**src/hdl/assert_macros.svh**
```systemverilog
// Assertion helper macros used by the trainer RTL.
// Each macro expands to one labeled concurrent assertion that reports through $error.
`ifndef ASSERT_MACROS_SVH
`define ASSERT_MACROS_SVH

// Same-cycle implication, disabled while reset is high.
`define MBT_ASSERT_IMP(name, clk, rst, ante, cons, msg) \
  name: assert property (@(posedge clk) disable iff (rst) (ante) |-> (cons)) \
    else $error(msg);

// Next-cycle implication, disabled while reset is high.
`define MBT_ASSERT_NXT(name, clk, rst, ante, cons, msg) \
  name: assert property (@(posedge clk) disable iff (rst) (ante) |=> (cons)) \
    else $error(msg);

`endif

```
**src/hdl/mbt_pkg.sv**
```systemverilog
// Shared types, constants and arithmetic helpers of the MLP training engine.
// No dependencies; every other file but assert_macros.svh imports this package.
package mbt_pkg;

  localparam int MAX_WEIGHT_LAYERS = 4;
  localparam int MAX_WIDTH         = 16;
  localparam int VALUE_W           = 16;
  localparam int LYR_W             = $clog2(MAX_WEIGHT_LAYERS);
  localparam int NODE_W            = $clog2(MAX_WIDTH);
  localparam int W_AW              = LYR_W + 2 * NODE_W;
  localparam int W_DEPTH           = 1 << W_AW;
  localparam int NODE_AW           = 9;
  localparam int NODE_DEPTH        = 1 << NODE_AW;
  localparam int CFG_IDX_W         = 3;
  localparam int CFG_DATA_W        = 16;
  localparam int REQ_W             = 3;

  // Regions of the node memory.
  localparam logic [NODE_AW-1:0] BIAS_BASE = NODE_AW'(0);
  localparam logic [NODE_AW-1:0] SUM_BASE  = NODE_AW'(MAX_WEIGHT_LAYERS * MAX_WIDTH);
  localparam logic [NODE_AW-1:0] GRAD_BASE = NODE_AW'(2 * MAX_WEIGHT_LAYERS * MAX_WIDTH);
  localparam logic [NODE_AW-1:0] ACT_BASE  = NODE_AW'(3 * MAX_WEIGHT_LAYERS * MAX_WIDTH);
  localparam logic [NODE_AW-1:0] ERR_BASE  =
    NODE_AW'(3 * MAX_WEIGHT_LAYERS * MAX_WIDTH + (MAX_WEIGHT_LAYERS + 1) * MAX_WIDTH);
  localparam int NODE_USED = 3 * MAX_WEIGHT_LAYERS * MAX_WIDTH
                           + 2 * (MAX_WEIGHT_LAYERS + 1) * MAX_WIDTH;

  typedef enum logic [REQ_W-1:0] {
    REQ_WR_WEIGHT  = 3'd0,
    REQ_WR_BIAS    = 3'd1,
    REQ_LOAD_INPUT = 3'd2,
    REQ_TARGET     = 3'd3,
    REQ_CLASSIFY   = 3'd4,
    REQ_RD_WEIGHT  = 3'd5,
    REQ_RD_BIAS    = 3'd6
  } req_t;

  typedef enum logic [CFG_IDX_W-1:0] {
    CFG_LAYERS = 3'd0,
    CFG_IN_W   = 3'd1,
    CFG_L1_W   = 3'd2,
    CFG_L2_W   = 3'd3,
    CFG_L3_W   = 3'd4,
    CFG_L4_W   = 3'd5,
    CFG_RATE   = 3'd6
  } cfg_t;

  typedef enum logic [5:0] {
    ST_CLEAR, ST_IDLE, ST_RD_ISSUE, ST_RD_OUT,
    ST_F_BIAS, ST_F_BIASD, ST_F_RD, ST_F_MUL, ST_F_ACC, ST_F_SUM, ST_F_T1, ST_F_T2, ST_F_ACT,
    ST_B_ORD, ST_B_OWR,
    ST_G_RDE, ST_G_RDS, ST_G_T0, ST_G_T1, ST_G_T2, ST_G_SQ, ST_G_DER, ST_G_MUL, ST_G_WR,
    ST_E_INIT, ST_E_RD, ST_E_MUL, ST_E_ACC, ST_E_WR,
    ST_U_RDG, ST_U_RDB, ST_U_BMUL, ST_U_BWR, ST_U_RD, ST_U_MUL1, ST_U_MUL2, ST_U_WWR,
    ST_M_RD, ST_M_OUT
  } st_t;

  // Saturate a wide signed value to one data word.
  function automatic logic signed [15:0] sat_v(input logic signed [39:0] v);
    if (v > 40'sd32767) return 16'sh7fff;
    if (v < -40'sd32768) return 16'sh8000;
    return v[15:0];
  endfunction

  // Q3.12 product: round half up at bit 12, then saturate.
  function automatic logic signed [15:0] rnd_q12(input logic signed [32:0] p);
    logic signed [39:0] t;
    t = {{7{p[32]}}, p} + 40'sd2048;
    return sat_v(t >>> 12);
  endfunction

  // Learning-rate product: round half up at bit 16, then saturate.
  function automatic logic signed [15:0] rnd_lr(input logic signed [32:0] p);
    logic signed [39:0] t;
    t = {{7{p[32]}}, p} + 40'sd32768;
    return sat_v(t >>> 16);
  endfunction

  // Saturating difference of two words.
  function automatic logic signed [15:0] sub_sat(input logic signed [15:0] a,
                                                 input logic signed [15:0] b);
    return sat_v({{24{a[15]}}, a} - {{24{b[15]}}, b});
  endfunction

  function automatic logic [2:0] clamp_layers(input logic [2:0] v);
    if (v == 3'd0) return 3'd1;
    if (v > 3'(MAX_WEIGHT_LAYERS)) return 3'(MAX_WEIGHT_LAYERS);
    return v;
  endfunction

  function automatic logic [4:0] clamp_width(input logic [4:0] v);
    if (v == 5'd0) return 5'd1;
    if (v > 5'(MAX_WIDTH)) return 5'(MAX_WIDTH);
    return v;
  endfunction

  function automatic logic [NODE_AW-1:0] node_addr(input logic [NODE_AW-1:0] base,
                                                   input logic [2:0] l,
                                                   input logic [3:0] i);
    return base + {2'b00, l, i};
  endfunction

  // tanh(k/4) in Q12 for k = 0..32; beyond the end it stays at one.
  function automatic logic [12:0] tanh_tab(input logic [5:0] k);
    case (k)
      6'd0:  return 13'd0;
      6'd1:  return 13'd1003;
      6'd2:  return 13'd1893;
      6'd3:  return 13'd2602;
      6'd4:  return 13'd3119;
      6'd5:  return 13'd3475;
      6'd6:  return 13'd3707;
      6'd7:  return 13'd3856;
      6'd8:  return 13'd3949;
      6'd9:  return 13'd4006;
      6'd10: return 13'd4041;
      6'd11: return 13'd4063;
      6'd12: return 13'd4076;
      6'd13: return 13'd4084;
      6'd14: return 13'd4089;
      6'd15: return 13'd4091;
      6'd16: return 13'd4093;
      6'd17: return 13'd4094;
      6'd18: return 13'd4095;
      6'd19: return 13'd4095;
      default: return 13'd4096;
    endcase
  endfunction

endpackage

```
**src/hdl/mbt_tanh.sv**
```systemverilog
// Two-stage tanh unit: table lookup by magnitude, then linear interpolation.
// Depends on mbt_pkg for the tanh table.
module mbt_tanh (
  input  logic                             clk,
  input  logic signed [mbt_pkg::VALUE_W-1:0] x,
  output logic signed [mbt_pkg::VALUE_W-1:0] y
);
  import mbt_pkg::*;

  logic [16:0] mag;
  logic [6:0]  k;
  logic [12:0] tab_a, tab_b;
  logic        s1_neg, s1_top;
  logic [12:0] s1_a, s1_d;
  logic [9:0]  s1_fr;
  logic [22:0] step_prod;
  logic [22:0] step_rnd;
  logic [12:0] t;

  // Stage one: split the magnitude into table index and fraction.
  always_comb begin
    mag   = x[15] ? (17'd0 - {x[15], x}) : {1'b0, x};
    k     = mag[16:10];
    tab_a = tanh_tab(k[5:0]);
    tab_b = tanh_tab(k[5:0] + 6'd1);
  end

  always_ff @(posedge clk) begin
    s1_neg <= x[15];
    s1_top <= (k >= 7'd32);
    s1_a   <= tab_a;
    s1_d   <= tab_b - tab_a;
    s1_fr  <= mag[9:0];
  end

  // Stage two: interpolate between neighbors and restore the sign.
  always_comb begin
    step_prod = 23'(s1_d) * 23'(s1_fr);
    step_rnd  = (step_prod + 23'd512) >> 10;
    t         = s1_top ? 13'd4096 : (s1_a + step_rnd[12:0]);
  end

  always_ff @(posedge clk) begin
    y <= s1_neg ? (16'sd0 - signed'({3'b000, t})) : signed'({3'b000, t});
  end

endmodule

```
**config.mk**
```make
export PLATFORM = sky130hd
export DESIGN_NAME = mbt_tanh
export DESIGN_NICKNAME = d
export VERILOG_FILES = /design/src/hdl/assert_macros.svh /design/src/hdl/mbt_pkg.sv /design/src/hdl/mbt_tanh.sv
export SDC_FILE = /design/constraint.sdc
export NUM_CORES = 1
export LEC_CHECK = 0
export ABC_CLOCK_PERIOD_IN_PS = 9800
export BUFFER_PORTS_ARGS = -buffer_cell sky130_fd_sc_hd__buf_2
export CORE_ASPECT_RATIO = 1.1
export CORE_UTILIZATION = 45
export CTS_CLUSTER_SIZE = 10
export DETAILED_ROUTE_END_ITERATION = 8
export GPL_TIMING_DRIVEN = 0
export PLACE_DENSITY = 0.68
export SLEW_MARGIN = 20
export SYNTH_ARGS = -nofsm -noshare
export SYNTH_HDL_FRONTEND = slang
export SYNTH_SLANG_ARGS = --single-unit
export TNS_END_PERCENT = 5
```
**constraint.sdc**
```tcl
create_clock -name clk -period 9.8 [get_ports clk]
set_clock_uncertainty 0.1 [all_clocks]
set_input_delay 0 -clock clk [delete_from_list [all_inputs] [get_ports clk]]
set_output_delay 0 -clock clk [all_outputs]
set_load 0.02 [all_outputs]
```
==> results.toml, run 1 <==
[run_status]
status = "finished, final reports clean"

[route]
dr.pass1.iters = 5
ant_nets = 0
vias_per_cell = 5.21
drt_iter0_markers = 302
route.detailed.drc = 0
vias = 6292
wirelength_mm = 18.0
wl_per_cell_microns = 14.9

[global_routing]
overflow = 0
grt_pass1_vias = 6191
antenna_found_initial = 0
grt_use_total_pct = 21.3
grt_pass1_wl_mm = 30.2
grt_max_degree = 17

[worst_setup_path]
end_kind = "flop"
path_class = "flop to flop"
crit_family = "adder cells"
crit_path_start_kind = "flop"
cp_max_fo = 10
critical_path_buf_inv_count = 6
critPathMaxStageDelay_ns = 0.54
cp_slowest_cell = "fa_1"
cp.arrival_ns = 8.49
worstPathRequired_ns = 9.88

[synthesis]
syn-num-nets = 1128
synth-edff-count = 0
synthMuxAreaShare_pct = 0.803
syn_area_sq_um = 7790
yosys.area_share.simple_pct = 18.9
yosys_warnings = 0
synthCells = 919
yosysUniqueCellTypes = 65
avgSynthCellArea_sq_um = 8.47
synth_top_family_by_area = "adder cells"
synth-compound-area-share_pct = 12.7
ys_ff_latch = 52
synthTopCellsByArea = "fa_1 (23%), ha_1 (17%), dfxtp_1 (13%)"
yosys.area.top_type = "fa_1"
ys_seq_area_share_pct = 13.4
netlist.area_leader.share_pct = 22.6
yosys.area_share.adder_pct = 39.3
synthArstFlopShare_pct = 0
yosys.area_share.xor_xnor_pct = 6.86
ys.flop_type = "dfxtp_1"

[final_layout]
drive_above_1_share_pct = 6.99
nNetsFinal = 1181
design_area_sq_um = 8550
diodes = 0
syn2layout_area_growth_pct = 9.85

[sta]
fin_crit_ns = 8.41
drv_slew = 0
fmax_mhz = 119
relSlewSlack_pct = 41.1
setup_viol = 0
fin_setup_tns_ns = 0
rsz0062_at_grt = "no"
finalHoldViolCount = 0
fin_crit_sh_pct = 85.8
worst_pin_slew_ns = 0.877

[clocking]
cts_tree = "done"
clockBufferDepth = 2
clock-root-buffer = "clkbuf_16"
htree_levels = 2
clkSinkCount = 52
insertion_delay_ns = 0.30
clkSlewWorstSetupHoldPaths_ns = 0.07
cts_setup_buffers = 0
cts_buffers = 5

[die]
ioPinCount = 33
die_w_microns = 127
rows = 50
die_height_microns = 140
start_util_pct = 45.9
core_sq_um = 17000
dieArea_sq_um = 17800

[placement]
place_congestion = 0.931
portBuffers = 32
place_area_sq_um = 8250
place_hpwl_mm = 14.6

[job]
maxCapViolCount = 0

[hold_path]
min_path_type = "primary input to flop"
[Yosys cell counts, types with 3 or more instances]
| cell type | instances |
|---|---|
| inv_1 | 121 |
| nand2_1 | 111 |
| ha_1 | 104 |
| fa_1 | 88 |
| and2_1 | 67 |
| dfxtp_1 | 52 |
| a21oi_1 | 46 |
| nor2_1 | 46 |
| xnor2_1 | 43 |
| o21ai_0 | 37 |
| clkbuf_1 | 30 |
| xor2_1 | 13 |
| nor3_1 | 12 |
| nor2b_1 | 11 |
| a211oi_1 | 10 |
| a21o_1 | 10 |
| nand2b_1 | 9 |
| nand3_1 | 7 |
| a31oi_1 | 6 |
| o31ai_1 | 6 |
| and3_1 | 5 |
| o211ai_1 | 5 |
| o21bai_1 | 5 |
| or2_2 | 5 |
| mux2i_1 | 4 |
| o21a_1 | 4 |
| a21boi_0 | 3 |
| nand3b_1 | 3 |
| nand4_1 | 3 |
| nor3b_1 | 3 |
| o22ai_1 | 3 |
[tightest hold or removal path, delay by kind of cell]
kind / cells / cell delay (ns)
and+or+nand+nor: 2 / 0.27
buffers and inverters: 1 / 0.13
[logic make-up (layout without fill, tap and decap cells)]
group | Yosys count | after routing
xor+xnor | 58 | 58
fa+ha+maj | 192 | 192
simple gates | 296 | 296
mux | 6 | 6
compound gates | 156 | 156
flops | 52 | 52
buf+inv | 159 | 213
[cell type report]
type                            instances  area, sq um
Timing Repair Buffer                   46          300
Multi-Input combinational cell        708         6130
Clock inverter                          2         38.8
Inverter                              123          462
Fill cell                            1636         8400
Buffer                                 36          156
Sequential cell                        52         1040
Tap cell                              234          293
Clock buffer                            6          129
[final timing paths]
path              slack (ns)  depth (start not counted)          endpoint        startpoint
setup / recovery        1.39                         31  y[13]$_SDFF_PN0_  s1_fr[2]$_DFF_P_
hold / removal          0.08                          3    s1_top$_DFF_P_             x[13]
setup reg to reg        1.39                         31  y[13]$_SDFF_PN0_  s1_fr[2]$_DFF_P_
hold reg to reg         0.52                          2      y[6]$_DFF_P_    s1_neg$_DFF_P_
[timing repair]
action                    CTS  global route
hold endpoints to repair   12             0
resized for setup           0             0
hold buffers               14             0
[registers in the layout (all words and copies together), names as in the netlist]
register and flops:
y 14, s1_a 13, s1_d 13, s1_fr 10, s1_neg 1, s1_top 1
[stage by stage]
stage / setup slack (ns) / hold slack [ns] / util [%] / cells
3_5_place_dp: 1.40 / 0.0313 / 48.6 / 1185
6_report: 1.39 / 0.0792 / 50.5 / 1207
4_1_cts: 1.34 / 0.0715 / 50.5 / 1207
2_1_floorplan: 2.56 / -0.0723 / - / 919
3_3_place_gp: 1.41 / 0.0331 / 48.6 / 1185
5_1_grt: 0.799 / 0.103 / 50.5 / 1207
[layout by cell type (no fill, tap or decap), types with 11 or more instances in the layout]
master and count:
a21oi_1 46, and2_1 67, buf_2 34, clkbuf_1 31, dfxtp_1 52, dlygate4sd3_1 14
fa_1 88, ha_1 104, inv_1 121, nand2_1 111, nor2_1 46, nor2b_1 11
nor3_1 12, o21ai_0 37, xnor2_1 43, xor2_1 13
[routing by layer]
metal	GRT usage (%)	share of wire, %
met5	0	0
met4	8.21	3.8
met3	1.60	3.8
met2	37.2	50
met1	27.3	43
Power of run 1 is not shown: default switching activity piles up to over one toggle a cycle in this logic, so the estimate is an artifact.
==> run 2: changes to the inputs <==
--- a/config.mk
+++ b/config.mk
@@ -5,6 +5,7 @@
 export SDC_FILE = /design/constraint.sdc
 export NUM_CORES = 1
 export LEC_CHECK = 0
+export ABC_AREA = 1
 export ABC_CLOCK_PERIOD_IN_PS = 9800
 export BUFFER_PORTS_ARGS = -buffer_cell sky130_fd_sc_hd__buf_2
 export CORE_ASPECT_RATIO = 1.1
==> run 2 against run 1 <==
  * Cell count grew 17%
  * Cell area grew 3.6%
  * Via count rose by 12%
  * Sequential share of layout area is 0.42 points lower
  * Hold slack gained 0.13 ns
  * Non-clock buffer count shrank 3
  * Critical path depth fell by 1
  * Utilization shrank 0.33 points
  * Maximum frequency rose by 14%
  * Critical path type unchanged
  * Critical endpoint is now y[12]$_DFF_P_
==> results.toml, run 2 <==
[die]
dieArea_sq_um = 18600
ioPinCount = 33
rows = 51
die_w_microns = 130
start_util_pct = 45.9
die_height_microns = 143
core_sq_um = 17700

[clocking]
insertion_delay_ns = 0.30
clkSlewWorstSetupHoldPaths_ns = 0.07
cts_resized = 0
clkSinkCount = 52
clock-root-buffer = "clkbuf_16"
cts_tree = "done"
ctsHoldBuffers = 13
htree_levels = 2
cts_setup_buffers = 0
cts_buffers = 5
clockBufferDepth = 2

[final_layout]
final_cell_mix = "nand2_1 (276), inv_1 (240), ha_1 (104)"
num-fill-cells = 1773
largest_register = "y"
nNetsFinal = 1387
top_regs = "y (14), s1_a (13), s1_d (13)"
layout_commonest_cell = "nand2_1"
design_area_sq_um = 8860
largest_reg_flops = 14
diodes = 0
drive_above_1_share_pct = 7.04
syn2layout_area_growth_pct = 9.12

[hold_path]
hold_start = "x[11]"
min_path_type = "primary input to flop"

[synthesis]
syn-num-nets = 1335
synth_most_common_cell = "nand2_1"
syn_area_sq_um = 8120
yosys-top-cells-count = "nand2_1 (276), inv_1 (240), ha_1 (104)"
avgSynthCellArea_sq_um = 7.21
yosys_warnings = 0
yosys.area.top_type = "fa_1"
synthTopCellsByArea = "fa_1 (22%), ha_1 (16%), dfxtp_1 (13%)"
ys.flop_type = "dfxtp_1"
netlist.area_leader.share_pct = 21.7
ys_ff_latch = 52
synth-edff-count = 0
yosysUniqueCellTypes = 46
synthArstFlopShare_pct = 0
synthCells = 1126
ys_seq_area_share_pct = 12.8

[placement]
place_hpwl_mm = 15.5
place_ws_ns = 2.47
place_congestion = 0.897
portBuffers = 32
place_area_sq_um = 8580

[worst_setup_path]
crit_path_start_kind = "flop"
cp-startpoint = "s1_fr[7]$_DFF_P_"
worstPathRequired_ns = 9.90
cp_max_fo = 10
path_common_cell = "nand2_1"
critPathMaxStageDelay_ns = 0.55
r2r_start = "s1_fr[7]$_DFF_P_"
path_class = "flop to flop"
cp.arrival_ns = 7.50
end_kind = "flop"
cp_slowest_cell = "fa_1"

[sta]
worst_slack_ns = 2.40
relSlewSlack_pct = 55.8
setup_viol = 0
fin_crit_ns = 7.40
drv_slew = 0
fmax_mhz = 135
finalHoldViolCount = 0
fin_crit_sh_pct = 75.5
fin_setup_tns_ns = 0
worst_pin_slew_ns = 0.662
rsz0062_at_grt = "no"

[route]
wl_per_cell_microns = 13.4
route.detailed.drc = 0
vias = 7027
wirelength_mm = 19.0
drt_iter0_markers = 392
dr.pass1.iters = 5
vias_per_cell = 4.96
ant_nets = 0

[global_routing]
grt_pass1_vias = 6914
antenna_found_initial = 0
grt_pass1_wl_mm = 32.4
overflow = 0
grt_use_total_pct = 22.2
grt_max_degree = 19

[job]
maxCapViolCount = 0

[run_status]
status = "finished, final reports clean"
[run 2: cell type report]
type                            instances  area, sq um  share of cell area [%]
Multi-Input combinational cell        794         5990                    67.7
Sequential cell                        52         1040                    11.8
Inverter                              246          926                    10.5
Tap cell                              238          298                    3.36
Timing Repair Buffer                   45          290                    3.28
Buffer                                 34          158                    1.78
Clock buffer                            5          125                    1.41
Clock inverter                          3         27.5                   0.311
[run 2: worst paths after layout]
kind         slack [ns]              end  cells past startpoint
max                2.40    y[12]$_DFF_P_                     30
min                0.21  s1_a[5]$_DFF_P_                      6
max reg2reg        2.40    y[12]$_DFF_P_                     30
min reg2reg        0.41     y[4]$_DFF_P_                      2
[run 2: worst max-delay path: cells and delay by family (launching register included)]
kind | cells | cell delay [ns]
flops | 1 | 0.43
buf+inv | 6 | 0.73
fa+ha+maj | 7 | 3.30
simple gates | 10 | 1.04
compound gates | 6 | 1.49
xor+xnor | 1 | 0.22
[run 2: routing by layer]
metal	up-vias	wire [microns]	track usage [%]
met5	-	0	0
li1	3552	-	-
met1	3297	8260	27.2
met2	145	9450	40.0
met4	0	570	8.20
met3	33	702	1.72
[run 2: logic make-up (layout without fill, tap and decap cells)]
| logic type | count (synthesis) | in the layout | synth area share (%) |
|---|---|---|---|
| and+or+nand+nor | 437 | 437 | 22.8 |
| buffers and inverters | 280 | 333 | 13.3 |
| AOI/OAI and AO/OA | 125 | 125 | 8.94 |
| xor gates and xnor gates | 40 | 40 | 4.32 |
| DFF | 52 | 52 | 12.8 |
| adders and majority gates | 192 | 192 | 37.7 |
[run 2: metrics by stage]
stage / hold WS (ns) / utilization, % / instances
floorplan: -0.0723 / - / 1126
global placement: 0.0450 / 48.5 / 1396
detailed placement: 0.0354 / 48.5 / 1396
CTS: 0.215 / 50.1 / 1417
global route: 0.275 / 50.1 / 1417
finish: 0.214 / 50.1 / 1417
Power of run 2 is left out for the same reason.
==> run 3: changes to the inputs <==
--- a/config.mk
+++ b/config.mk
@@ -6,7 +6,7 @@
 export NUM_CORES = 1
 export LEC_CHECK = 0
 export ABC_AREA = 1
-export ABC_CLOCK_PERIOD_IN_PS = 9800
+export ABC_CLOCK_PERIOD_IN_PS = 7000
 export BUFFER_PORTS_ARGS = -buffer_cell sky130_fd_sc_hd__buf_2
 export CORE_ASPECT_RATIO = 1.1
 export CORE_UTILIZATION = 45
==> constraint.sdc (replaced) <==
create_clock -name clk -period 7 [get_ports clk]
set_clock_uncertainty 0.1 [all_clocks]
set_input_delay 0 -clock clk [delete_from_list [all_inputs] [get_ports clk]]
set_output_delay 0 -clock clk [all_outputs]
set_load 0.02 [all_outputs]
==> run 3 against run 2 <==
  * First-iteration DRC count grew 9.9%
  * Sequential share of layout area grew 0.12 points
  * Via count shrank 0.48%
  * Global-route usage is essentially flat
  * Critical path depth grew 2
  * Cell area grew 1.9%
  * Flip-flop and latch count is the same
  * Non-clock buffer count shrank 13
  * Hold slack lost 0.0044 ns
  * Register-to-register slack lost 2.1 ns
  * Setup slack lost 2.1 ns
==> results.toml, run 3 (synthesized netlist as in run 2, its figures left out) <==
[final_layout]
drive_above_1_share_pct = 11.2
syn2layout_area_growth_pct = 11.2
multiInputGateArea_sq_um = 6130
largest_register = "y"
largest_reg_flops = 14
top_regs = "y (14), s1_a (13), s1_d (13)"
diodes = 0
nNetsFinal = 1374
seq_area_sq_um = 1070
num-fill-cells = 1741
final_cell_mix = "nand2_1 (274), inv_1 (240), ha_1 (101)"
fin_cells = 1404
layout_commonest_cell = "nand2_1"

[placement]
portBuffers = 32
dp_cells = 1396
place_hpwl_mm = 15.5
place_congestion = 0.897

[hold_path]
min_path_type = "primary input to flop"

[die]
core_sq_um = 17700
die_height_microns = 143
ioPinCount = 33
start_util_pct = 45.9
rows = 51
dieArea_sq_um = 18600
die_w_microns = 130

[worst_setup_path]
r2r_start = "s1_fr[8]$_DFF_P_"
r2r_end = "y[12]$_DFF_P_"
end_kind = "flop"
critPathMaxStageDelay_ns = 0.55
crit_family = "adder cells"
path_common_cell = "nand2_1"
critical_path_buf_inv_count = 6
cp_max_fo = 10
path_class = "flop to flop"
crit_path_start_kind = "flop"
worstPathRequired_ns = 7.10
critPathCapture = "y[12]$_DFF_P_"
path_depth = 32
cp-startpoint = "s1_fr[8]$_DFF_P_"
cp_slowest_cell = "fa_1"
cp.arrival_ns = 6.77
r2r_setup_slack_ns = 0.33
reg2reg_depth = 32

[global_routing]
grt_max_degree = 19
grt_pass1_wl_mm = 32.3
antenna_found_initial = 0
grt_pass1_vias = 6934
grt_use_total_pct = 22.1
overflow = 0

[clocking]
cts_tree = "done"
clock-root-buffer = "clkbuf_16"
clockBufferDepth = 2
cts_buffers = 5
insertion_delay_ns = 0.30
clkSlewWorstSetupHoldPaths_ns = 0.07
htree_levels = 2
clkSinkCount = 52

[route]
dr.pass1.iters = 5
wirelength_mm = 19.1
drt_iter0_markers = 431
vias = 6993
vias_per_cell = 4.98
ant_nets = 0
wl_per_cell_microns = 13.6
route.detailed.drc = 0

[sta]
relSlewSlack_pct = 66.1
finalHoldViolCount = 0
hold_ws_ns = 0.209
fin_crit_sh_pct = 95.3
fin_crit_ns = 6.67
drv_slew = 0
setup_viol = 0
fmax_mhz = 150
worst_pin_slew_ns = 0.508
fin_setup_tns_ns = 0

[job]
maxCapViolCount = 0

[run_status]
status = "finished, final reports clean"
-- run 3: tightest hold or removal path, cell delays in order --
cell,delay [ns]
buf_2,0.12
nand2_1,0.07
nand2_2,0.15
nand3_1,0.10
nand2_1,0.08
a31oi_2,0.05
-- run 3: metrics by stage --
stage | setup WS [ns] | area, sq um | utilization, %
finish | 0.332 | 9020 | 51.1
CTS | 0.00307 | 8830 | 50.0
floorplan | 0.613 | 8120 | -
global placement | -0.274 | 8580 | 48.5
global route | -0.0227 | 9020 | 51.1
detailed placement | -0.335 | 8580 | 48.5
-- run 3: how the worst min path moves through the flow --
stage	to	slack, ns	start	cells after the start
detailed placement	s1_fr[0]$_DFF_P_	0.04	x[0]	1
finish	s1_a[5]$_DFF_P_	0.21	x[11]	6
global route	s1_a[5]$_DFF_P_	0.27	x[11]	6
floorplan	s1_fr[0]$_DFF_P_	-0.07	x[0]	0
global placement	s1_fr[0]$_DFF_P_	0.04	x[0]	1
CTS	s1_a[5]$_DFF_P_	0.21	x[11]	6
-- run 3: timing repair --
| action | CTS | global route |
|---|---|---|
| hold buffers | 13 | 0 |
| setup buffers | 0 | 1 |
| resized for setup | 10 | 78 |
| endpoints found under the setup margin | 6 | 9 |
| endpoints found under the hold margin | 12 | 0 |
| pin swaps | 0 | 3 |
-- run 3: layer usage --
metal	wire length (microns)	share of wire [%]	vias up	track usage (%)
met5	0	0	-	0
li1	-	-	3524	-
met4	586	3.1	0	8.75
met3	622	3.3	34	1.76
met1	8260	43	3280	26.9
met2	9630	50	155	40.0
-- run 3: layout make-up --
class	instances	area share (%)
multi-input cells	794	67.9
plain buffers	20	1.68
inverters	246	10.3
clock inverters	3	0.305
repair buffers	46	3.30
well taps	238	3.30
clock buffers	5	1.39
flip-flops and latches	52	11.9
Power of run 3 is left out for the same reason.
